`config.mk`:
```
export PLATFORM = sky130hd
export DESIGN_NAME = microstep_sine_chopper_core
export DESIGN_NICKNAME = d
export VERILOG_FILES = /design/src/rtl/core/msc_pkg.sv /design/src/rtl/core/msc_coil_drive.sv /design/src/rtl/core/microstep_sine_chopper_core.sv
export VERILOG_INCLUDE_DIRS = /design/src /design/src/rtl/core
export SDC_FILE = /design/constraint.sdc
export NUM_CORES = 1
export LEC_CHECK = 0
export BUFFER_PORTS_ARGS = -buffer_cell sky130_fd_sc_hd__buf_4
export CAP_MARGIN = 20
export CELL_PAD_IN_SITES_DETAIL_PLACEMENT = 1
export CELL_PAD_IN_SITES_GLOBAL_PLACEMENT = 1
export CORE_UTILIZATION = 26
export DETAILED_ROUTE_END_ITERATION = 10
export PLACE_DENSITY_LB_ADDON = 0.1
export RECOVER_POWER = 100
export SYNTH_ARGS = -nofsm -noshare
export SYNTH_HDL_FRONTEND = slang
export SYNTH_SLANG_ARGS = --single-unit
```
`constraint.sdc`:
```
create_clock -name clock -period 13.1 [get_ports clock]
set_input_delay 0.655 -clock clock [delete_from_list [all_inputs] [get_ports clock]]
set_output_delay 0.655 -clock clock [all_outputs]
set_load 0.05 [all_outputs]
```
`src/rtl/core/assert_macros.svh`:
```
// Assertion macros shared by the chopper core RTL.
`ifndef ASSERT_MACROS_SVH
`define ASSERT_MACROS_SVH

// Checked on every rising clock edge outside reset.
`define MSC_ASSERT(label, prop, msg) \
   label: assert property (@(posedge clock) disable iff (reset) (prop)) else $error(msg);

// Same check, also active while reset is held.
`define MSC_ASSERT_ALWAYS(label, prop, msg) \
   label: assert property (@(posedge clock) (prop)) else $error(msg);

`endif

```
`src/rtl/core/msc_pkg.sv`:
```
// Package: constants, types and the current-target table of the chopper core.
`default_nettype none

package msc_pkg;

   localparam int TABLE_ENTRIES = 128;

   localparam logic [7:0] STEP_INCREMENT_RESET = 8'd16;
   localparam logic [7:0] COIL_B_OFFSET        = 8'h40;
   localparam logic signed [7:0] PENDING_MAX   = 8'sd127;
   localparam logic signed [7:0] PENDING_MIN   = -8'sd127;

   typedef logic [1:0] drive_type;
   localparam drive_type DRIVE_OFF     = 2'd0;
   localparam drive_type DRIVE_FORWARD = 2'd1;
   localparam drive_type DRIVE_REVERSE = 2'd2;

   typedef logic [7:0] level_table_type [0:127];

   localparam level_table_type HALF_SINE = '{
      8'd0,   8'd3,   8'd5,   8'd8,   8'd11,  8'd13,  8'd16,  8'd19,
      8'd21,  8'd24,  8'd26,  8'd29,  8'd32,  8'd34,  8'd37,  8'd39,
      8'd42,  8'd44,  8'd47,  8'd49,  8'd51,  8'd54,  8'd56,  8'd58,
      8'd61,  8'd63,  8'd65,  8'd67,  8'd69,  8'd71,  8'd73,  8'd75,
      8'd77,  8'd79,  8'd81,  8'd83,  8'd84,  8'd86,  8'd88,  8'd89,
      8'd91,  8'd92,  8'd93,  8'd95,  8'd96,  8'd97,  8'd98,  8'd100,
      8'd101, 8'd102, 8'd103, 8'd103, 8'd104, 8'd105, 8'd106, 8'd106,
      8'd107, 8'd107, 8'd108, 8'd108, 8'd108, 8'd109, 8'd109, 8'd109,
      8'd109, 8'd109, 8'd109, 8'd109, 8'd108, 8'd108, 8'd108, 8'd107,
      8'd107, 8'd106, 8'd106, 8'd105, 8'd104, 8'd103, 8'd103, 8'd102,
      8'd101, 8'd100, 8'd98,  8'd97,  8'd96,  8'd95,  8'd93,  8'd92,
      8'd91,  8'd89,  8'd88,  8'd86,  8'd84,  8'd83,  8'd81,  8'd79,
      8'd77,  8'd75,  8'd73,  8'd71,  8'd69,  8'd67,  8'd65,  8'd63,
      8'd61,  8'd58,  8'd56,  8'd54,  8'd51,  8'd49,  8'd47,  8'd44,
      8'd42,  8'd39,  8'd37,  8'd34,  8'd32,  8'd29,  8'd26,  8'd24,
      8'd21,  8'd19,  8'd16,  8'd13,  8'd11,  8'd8,   8'd5,   8'd3
   };

   // Quantize the 7-bit index to TABLE_ENTRIES levels, map back to the
   // lowest reference sample of that level. Evaluated at elaboration only.
   function automatic level_table_type build_levels();
      level_table_type t;
      int unsigned     pos;
      int unsigned     fine;
      for (int i = 0; i < 128; i++) begin
         pos  = (i * TABLE_ENTRIES) >> 7;
         fine = (pos * 128) / TABLE_ENTRIES;
         t[i] = HALF_SINE[fine[6:0]];
      end
      return t;
   endfunction

   localparam level_table_type LEVEL_TABLE = build_levels();

endpackage

`default_nettype wire

```
`src/rtl/core/msc_coil_drive.sv`:
```
// One coil's table lookup and current compare.
`default_nettype none

module msc_coil_drive
   import msc_pkg::*;
(
   input  wire logic [7:0] phase,
   input  wire logic [7:0] sense,
   output drive_type       drive
);

   logic [7:0] target;

   assign target = LEVEL_TABLE[phase[6:0]];

   always_comb begin
      if (sense < target) begin
         drive = phase[7] ? DRIVE_FORWARD : DRIVE_REVERSE;
      end else begin
         drive = DRIVE_OFF;
      end
   end

endmodule

`default_nettype wire

```
`src/rtl/core/microstep_sine_chopper_core.sv`:
```
// Top level: microstep sine-table current chopper for a two-coil stepper.
//
//   channel | dir | signals                        | word
//   --------+-----+--------------------------------+------------------------------
//   req     | in  | req_tvalid/tready/tdata[23:0]  | one control tick
//   rsp     | out | rsp_tvalid/tready/tdata[15:0]  | coil drives and phase
//   csr     | in  | csr_valid/ready/data[7:0]      | step_increment
//
// One word in, one word out; the result is registered. One tick per cycle sustained while rsp_tready is high.
// The phase/pending-step update is a feedback loop that closes through phase_ff and pending_ff.
// req_tready is high whenever the result register is empty or being drained.
// Reset: pending count and phase clear, step increment returns to 16, no result held.
// csr is always ready; write it only while the core is idle.
`default_nettype none

module microstep_sine_chopper_core
   import msc_pkg::*;
(
   input  wire logic        clock,
   input  wire logic        reset,

   input  wire logic        req_tvalid,
   output logic             req_tready,
   // [0] step_pulse, [1] step_direction, [9:2] sense_a, [17:10] sense_b, [23:18] zero
   input  wire logic [23:0] req_tdata,

   output logic             rsp_tvalid,
   input  wire logic        rsp_tready,
   // [1:0] coil_a_drive, [3:2] coil_b_drive, [11:4] phase, [15:12] zero
   output logic [15:0]      rsp_tdata,

   input  wire logic        csr_valid,
   output logic             csr_ready,
   input  wire logic [7:0]  csr_data
);

`include "assert_macros.svh"

   // unpack tick word
   logic       step_pulse;
   logic       step_direction;
   logic [7:0] sense_a;
   logic [7:0] sense_b;

   assign step_pulse     = req_tdata[0];
   assign step_direction = req_tdata[1];
   assign sense_a        = req_tdata[9:2];
   assign sense_b        = req_tdata[17:10];

   logic              req_accept;

   // state
   logic [7:0]        step_increment_ff;
   logic [7:0]        phase_ff,   phase_in;
   logic signed [7:0] pending_ff, pending_in;
   logic signed [7:0] pending_req;

   // result register
   logic              rsp_valid_ff, rsp_valid_in;
   drive_type         coil_a_ff, coil_b_ff;
   logic [7:0]        rsp_phase_ff;
   drive_type         coil_a_drive, coil_b_drive;
   logic [7:0]        phase_b;

   // accepted tick that neither queues nor executes a step
   logic              idle_tick;

   assign req_tready = !rsp_valid_ff || rsp_tready;
   assign req_accept = req_tvalid && req_tready;
   assign csr_ready  = 1'b1;

   // Pulse first (saturating at +/-127), then execute at most one pending step.
   always_comb begin
      pending_req = pending_ff;
      if (step_pulse) begin
         if (step_direction) begin
            if (pending_ff < PENDING_MAX) begin
               pending_req = pending_ff + 8'sd1;
            end
         end else begin
            if (pending_ff > PENDING_MIN) begin
               pending_req = pending_ff - 8'sd1;
            end
         end
      end

      phase_in   = phase_ff;
      pending_in = pending_req;
      if (pending_req > 8'sd0) begin
         phase_in   = phase_ff + step_increment_ff;
         pending_in = pending_req - 8'sd1;
      end else if (pending_req < 8'sd0) begin
         phase_in   = phase_ff - step_increment_ff;
         pending_in = pending_req + 8'sd1;
      end
   end

   // coil B leads by a quarter turn
   assign phase_b = phase_in + COIL_B_OFFSET;

   msc_coil_drive u_coil_a (
      .phase (phase_in),
      .sense (sense_a),
      .drive (coil_a_drive)
   );

   msc_coil_drive u_coil_b (
      .phase (phase_b),
      .sense (sense_b),
      .drive (coil_b_drive)
   );

   always_comb begin
      rsp_valid_in = rsp_valid_ff;
      if (req_accept) begin
         rsp_valid_in = 1'b1;
      end else if (rsp_tready) begin
         rsp_valid_in = 1'b0;
      end
   end

   always_ff @(posedge clock) begin
      if (reset) begin
         step_increment_ff <= STEP_INCREMENT_RESET;
         phase_ff          <= '0;
         pending_ff        <= '0;
         rsp_valid_ff      <= 1'b0;
      end else begin
         if (csr_valid && csr_ready) begin
            step_increment_ff <= csr_data;
         end
         if (req_accept) begin
            phase_ff   <= phase_in;
            pending_ff <= pending_in;
         end
         rsp_valid_ff <= rsp_valid_in;
      end
   end

   // payload: loaded on accept, no reset
   always_ff @(posedge clock) begin
      if (req_accept) begin
         coil_a_ff    <= coil_a_drive;
         coil_b_ff    <= coil_b_drive;
         rsp_phase_ff <= phase_in;
      end
   end

   assign rsp_tvalid = rsp_valid_ff;
   assign rsp_tdata  = {4'b0000, rsp_phase_ff, coil_b_ff, coil_a_ff};

   assign idle_tick = req_accept && !step_pulse && (pending_ff == 8'sd0);

   // checks
   `MSC_ASSERT(a_pending_range, pending_ff != -8'sd128, "pending count out of range")
   `MSC_ASSERT(a_no_drive_code3, rsp_valid_ff |-> !(&coil_a_ff || &coil_b_ff), "bad drive code")
   `MSC_ASSERT(a_accept_gives_result, req_accept |=> rsp_valid_ff, "accepted tick lost")
   `MSC_ASSERT(a_idle_phase_holds, idle_tick |=> $stable(phase_ff), "phase moved while idle")

endmodule

`default_nettype wire
```
Yosys cells after proc, flatten, opt, wreduce, memory -nomap -nowiden:

Memories as Yosys holds them, arrays and structs flattened.
Index checks and enable logic that the tools add are counted.

* bits in registers: 37
* memory bits (read-only): 2048
* bits of input ports: 37
* output and inout port bits: 19
* logic and storage cells: 46
* memories: 2

* add/sub/neg operators: 7
* order comparisons: 8
* mux-type cells: 16
* bitwise gates (word level): 2
* reduce and logical (&&, ||, !) cells: 4

Memory list
* (no name shown): depth 128, bits a word 8, rd ports 1, clocked after Yosys merged registers in 0, write ports 0, RTL line msc_coil_drive.sv:14 `assign target = LEVEL_TABLE[phase[6:0]];`
* (no name shown): depth 128, bits a word 8, rd ports 1, clocked after Yosys merged registers in 0, write ports 0, RTL line msc_coil_drive.sv:14

Operators with widths (number)
* 2-to-1 mux 8 bit: 12
* adder 8 x 2 -> 8 bit, second input constant: 2
* >= comparator 8 bit, second input constant: 2
* less-than comparator 8 bit: 2
* inverter 7 -> 8 bit: 2
* subtractor 8 x 2 -> 8 bit, second input constant: 2
* adder 8 x 7 -> 8 bit, second input constant: 1
* adder 8 bit: 1
* > comparator 8 x 1 -> 1 bit, second input constant: 1
* > comparator 8 bit, second input constant: 1
* less-than comparator 8 x 1 -> 1 bit, second input constant: 1
* less-than comparator 8 bit, second input constant: 1
* subtractor 8 bit: 1
* 2-to-1 mux 2 bit: 2
* 2-to-1 mux 1 bit: 2
* nonzero test 2 bit: 1
* logical AND 1 bit: 1
* zero test 1 bit: 1
* logical OR 1 bit: 1

Depth between registers and ports, before layout:

* word-level depth: 13
* depth in mapped cells: 30
* gate-level depth less buffers: 27

Modules after synthesis:

From an unflattened synthesis, not the netlist that was laid out.

* cell total of the unflattened synthesis: 721
* area, all modules: 5669.2 um^2

Modules (own cells, without submodules)
* microstep_sine_chopper_core: times used 1, cells an instance 344, area an instance 2949.1 um^2, sequential area each 860.8 um^2
* msc_coil_drive (u_coil_b): times used 1, cells an instance 188, area an instance 1421.4 um^2, sequential area each 0.0 um^2
* msc_coil_drive (u_coil_a): times used 1, cells an instance 189, area an instance 1298.7 um^2, sequential area each 0.0 um^2

Least setup slack after synthesis:

No wires, ideal clock.

* path kind: register to register
* start point: register pending_ff[4]
* end point: register coil_b_ff[1] (data pin)
* arrival: 6.747 ns
* data required time: 12.948 ns
* path slack: 6.201 ns
* stages on the path, launching flop included: 25
* period minus slack after synthesis: 6.899 ns
* cells stage by stage: dfxtp_1 > or4_1 > buf_2 > o41ai_1 > a31oi_1 > xnor2_1 > ha_1 > clkbuf_1 > inv_1 > o41ai_4 > mux2i_1 > inv_1 > ha_1 > maj3_1 > o22ai_1 > a21oi_1 > mux2_2 > ha_1 > a21o_1 > a211o_1 > a2111o_1 > or2_2 > a21oi_1 > a21oi_1 > o22ai_1

* word-level cells in the longest chain between the ends: 13
* elaborated cells on any way between the ends: 19
* those cells by class: 3 x add/sub; 5 x order compare; 9 x mux; 1 x bitwise; 1 x memory

Ends and longest elaborated chain
* from (decl): RTL line microstep_sine_chopper_core.sv:55 `logic signed [7:0] pending_ff, pending_in;`
* from (signal assigned): RTL line microstep_sine_chopper_core.sv:134 `pending_ff <= pending_in;`
* subtractor 8 x 2 -> 8 bit (tied with other cells): RTL line microstep_sine_chopper_core.sv:82 `pending_req = pending_ff - 8'sd1;`
* 2-to-1 mux 8 bit, on equally long branches: RTL line microstep_sine_chopper_core.sv:81, microstep_sine_chopper_core.sv:77
* 2-to-1 mux 8 bit: RTL line microstep_sine_chopper_core.sv:76 `if (step_direction) begin`
* 2-to-1 mux 8 bit *: RTL line microstep_sine_chopper_core.sv:75 `if (step_pulse) begin`
* less-than comparator 8 x 1 -> 1 bit: RTL line microstep_sine_chopper_core.sv:92 `end else if (pending_req < 8'sd0) begin`
* 2-to-1 mux 8 bit: RTL line microstep_sine_chopper_core.sv:92
* 2-to-1 mux 8 bit *: RTL line microstep_sine_chopper_core.sv:89 `if (pending_req > 8'sd0) begin`
* adder 8 x 7 -> 8 bit *: RTL line microstep_sine_chopper_core.sv:99 `assign phase_b = phase_in + COIL_B_OFFSET;`
* inverter 7 -> 8 bit (not written as such): RTL line msc_coil_drive.sv:14
* memory read (128 x 8 bit)
* 2-to-1 mux 8 bit (not written as such) (2 in a row): RTL line msc_coil_drive.sv:14
* less-than comparator 8 bit: RTL line msc_coil_drive.sv:17 `if (sense < target) begin`
* to (signal assigned): RTL line microstep_sine_chopper_core.sv:144 `coil_b_ff <= coil_b_drive;`
* to (decl): RTL line microstep_sine_chopper_core.sv:60 `drive_type coil_a_ff, coil_b_ff;`

Mark *: on every way between the ends. The rest lies on a longest branch, timed or not. The select of a mux whose other input is x is not followed.
A chain may end at the register's enable or synchronous reset.

Worst setup path after layout:

* start point: register pending_ff[2]
* end point: register coil_b_ff[1] (data pin)

Same word-level chain as after synthesis.

==> summary.md <==
| Metric | Value |
|---|---|
| Vias | `4787` |
| Int Power | `0.000594 W` |
| Count leader, synth | `nor2_1` |
| Maxcap violations | `1` |
| Fin cells | `860` |
| Area grow syn2layout | `10.1%` |
| Largest fanout on the critical path | `25` |
| TritonCTS clock tree | `done` |
| CP Launch Type | `flop` |
| Mean Syn Cell Area | `7.71 um^2` |
| Leading register cell type out of synthesis | `dfxtp_1` |
| Cell area power density | `250 nW/um^2` |
| CP required | `between 10 and 15 ns` |
| NumNets Final | `713` |
| CP Buf/Inv Count | `3` |
| Post-CTS Repair Setup Buffers | `0` |
| Synth top area share | `a little under an eighth` |
| Setup Skew | `about 0.011 ns` |
| Cts hold-fix bufs | `0` |
| Worst setup margin | `approximately 4.5 ns` |
| Remaining DRCs | `0` |
| Gp weighted congestion | `0.818` |
| Vias per cell | `5.57` |
| Unique masters post-synth | `85` |
| Worst path depth | `22` |
| Synth warnings | `0` |
| Row count | `49` |
| Drt pass-1 iters | `4` |
| Async SR Flop Fraction | `0%` |
| Worst-Margin Slew | `1.67 ns` |
| Most frequent CP cell | `a21oi_1` |
| Final setup TNS | `0 ns` |
| Status | `complete, but fails checks` |
| DR WL/cell | `19.8 um` |
| Port bufs | `44` |
| Antenna viol nets, final | `0` |
| Ports | `56` |
| Max Fclk | `0.116 GHz` |
| Synth area leaders | `ha_1, dfxtp_1, edfxtp_1, a21oi_1, mux2i_1` |
| CTS Root Cell | `clkbuf_16` |
| Setup CP Type | `flop to flop` |
| Mapped cell area | `4790 um^2` |
| Num CTS Buffers | `5` |
| Logic gate share of total power | `75.2%` |
| Post-synth top area cell | `ha_1` |
| Setup WS pre-CTS | `5.20 ns` |
| Post-synth EDFFs | `12` |
| Setup Viol. Count Final | `0` |
| First-pass GRT wire length | `about 27000 um` |
| RSZ-0062 raised after global routing | `false` |
| VDD IR max | `0.0000955 V` |
| Hold Path Stages | `2` |
| Sequential area share after synthesis | `18.0%` |
| Slowest cell on crit path | `nor4_1` |
| CP max stage delay | `~1.2 ns` |
| Switching power | `0.000723 W` |
| Depth of the most critical reg-to-reg path | `22` |
| Die area | `about 19000 um^2` |
| Hold WS | `0.508 ns` |
| H-tree Lvls | `2` |
| Total chip power | `0.00132 W` |
| Post-synthesis register bit count | `37` |
| Clk slew on worst S/H paths | `about 0.070 ns` |
| Failing checks | `max-capacitance violations, max-slew violations` |
| Commonest cells in the netlist | `nor2_1, ha_1, nand2_1` |
| Routed WL | `17000 um` |
| Final critical-path share of the clock period | `65.9%` |
| Inst Count DP | `852` |
| Number of global-route vias before repair | `4782` |
| Final Hold Fails | `0` |
| Initial antenna violation count | `0` |
| DIE WIDTH | `138 um` |
| Slew HR | `-12.9%` |
| Reg power frac | `approximately an eighth` |
| Worst hold path type | `flop to flop` |
| Die Y | `138 um` |
| N_diodes | `0` |
| Sw Share | `54.9%` |
| Critical-path cell list | `or4_1, o41ai_1, a31oi_1, xnor2_1, ha_1, inv_1, nor4_1, a21oi_1, or3_1, clkinv_1, clkbuf_1, a21oi_1, a2bb2oi_1, mux2_2, ha_1, a21o_1, a211o_1, a2111o_1, or2_2, a21oi_1, a21oi_1, o22ai_1` |
| DR iter-0 viols | `291` |
| Fraction of layout cells with a size suffix above 1 | `10.3%` |
| Clk sink count | `37` |
| Resized Gates After CTS | `0` |
| HPWL after DPL | `12900 um` |
| Cells after Synth | `between 600 and 700` |
| CP arrival | `between 8 and 9 ns` |
| GRT Total Usage | `18.6%` |
| P_leak | `2.05 nW` |
| CP top delay family | `simple AND/OR/NAND/NOR gates` |
| Clk Latency, worst-skew pair | `0.30 ns` |
| Clock power share | `11.4%` |
| Max Slew Vio Count | `8` |
| Total gr overflow | `0` |
| Core ar. | `roughly 18000 um^2` |
| Initial core utilization | `a little over a quarter` |
| Final min period | `8.63 ns` |
| CP Capture Type | `flop` |
| Longest Clk Path Bufs | `2` |
| Largest net degree at the start of global routing | `33` |
-- path summary, 6_finish.rpt --
| kind | startpoint | end | slack, ns |
|---|---|---|---|
| setup / recovery | pending_ff[2] | coil_b_ff[1] | 4.47 |
| setup reg to reg | pending_ff[2] | coil_b_ff[1] | 4.47 |
| hold / removal | step_increment_ff[4] | step_increment_ff[4] | 0.51 |
| hold reg to reg | step_increment_ff[4] | step_increment_ff[4] | 0.51 |
-- per-stage QoR --
stage                     util (%)  area, um^2
after floorplan                  -        4800
after global placement        28.9        5210
after detailed placement      28.9        5210
after CTS                     29.9        5390
after global routing          29.3        5270
final                         29.3        5270
-- cell type report --
class	count	area, um^2
Sequential cell	37	861
Timing Repair Buffer	50	308
Tap cell	229	287
Inverter	44	166
Multi-Input combinational cell	492	3480
Fill cell	2231	12800
Clock inverter	2	36.3
Clock buffer	6	139
-- routing by layer --
metal  part of all wire, %  up-vias  global-route usage, %  wire length, um
met2                    47       63                   30.4             8060
met5                     0        -                      0                0
met4                   1.4        0                   5.31              240
li1                      -     2335                      -                -
met3                   3.1       15                   2.35              523
met1                    48     2374                   25.4             8210
-- tightest hold or removal path, cell delays in order, from the launching register on --
cell,delay (ns)
dfxtp_1,0.31
inv_1,0.07
o211ai_1,0.07
-- power groups by stage --
| stage | registers, W | logic (W) | clock network (W) |
|---|---|---|---|
| 2_1_floorplan | 0.000209 | 0.000718 | 0 |
| 3_3_place_gp | 0.000178 | 0.000982 | 0 |
| 3_5_place_dp | 0.000179 | 0.00101 | 0 |
| 4_1_cts | 0.000176 | 0.00102 | 0.000156 |
| 5_1_grt | 0.000180 | 0.00108 | 0.000161 |
| 6_report | 0.000176 | 0.000991 | 0.000151 |
-- cells in the final DEF, fill, tap and decap left out, types with 18 or more instances in the layout --
cell type / Yosys / layout
dfxtp_1: 25 / 25
nand3_1: 19 / 19
a21oi_1: 41 / 41
ha_1: 44 / 44
nand2_1: 42 / 42
nor2_1: 53 / 53
a211oi_1: 19 / 19
mux2i_1: 20 / 20
clkbuf_1: 23 / 18
o21ai_0: 26 / 26
buf_4: 7 / 31
inv_1: 39 / 42
nor3_1: 23 / 23
-- flip-flops by register name, indices dropped and copies added, names as in the netlist --
signal and count:
coil_b_ff 2, pending_ff 8, step_increment_ff 8, rsp_tvalid 1
coil_a_ff 2, rsp_phase_ff 8, phase_ff 8
-- cell families after synthesis --
logic type | after synthesis | share of synthesized area, %
AOI/OAI and AO/OA | 195 | 30.1
xor gates and xnor gates | 16 | 2.93
adders and majority gates | 47 | 12.5
buffers and inverters | 95 | 8.62
DFF | 37 | 18.0
muxes | 29 | 6.30
other | 2 | 0.157
and+or+nand+nor | 200 | 21.3
Note: power is estimated with default switching activity, not from simulation.
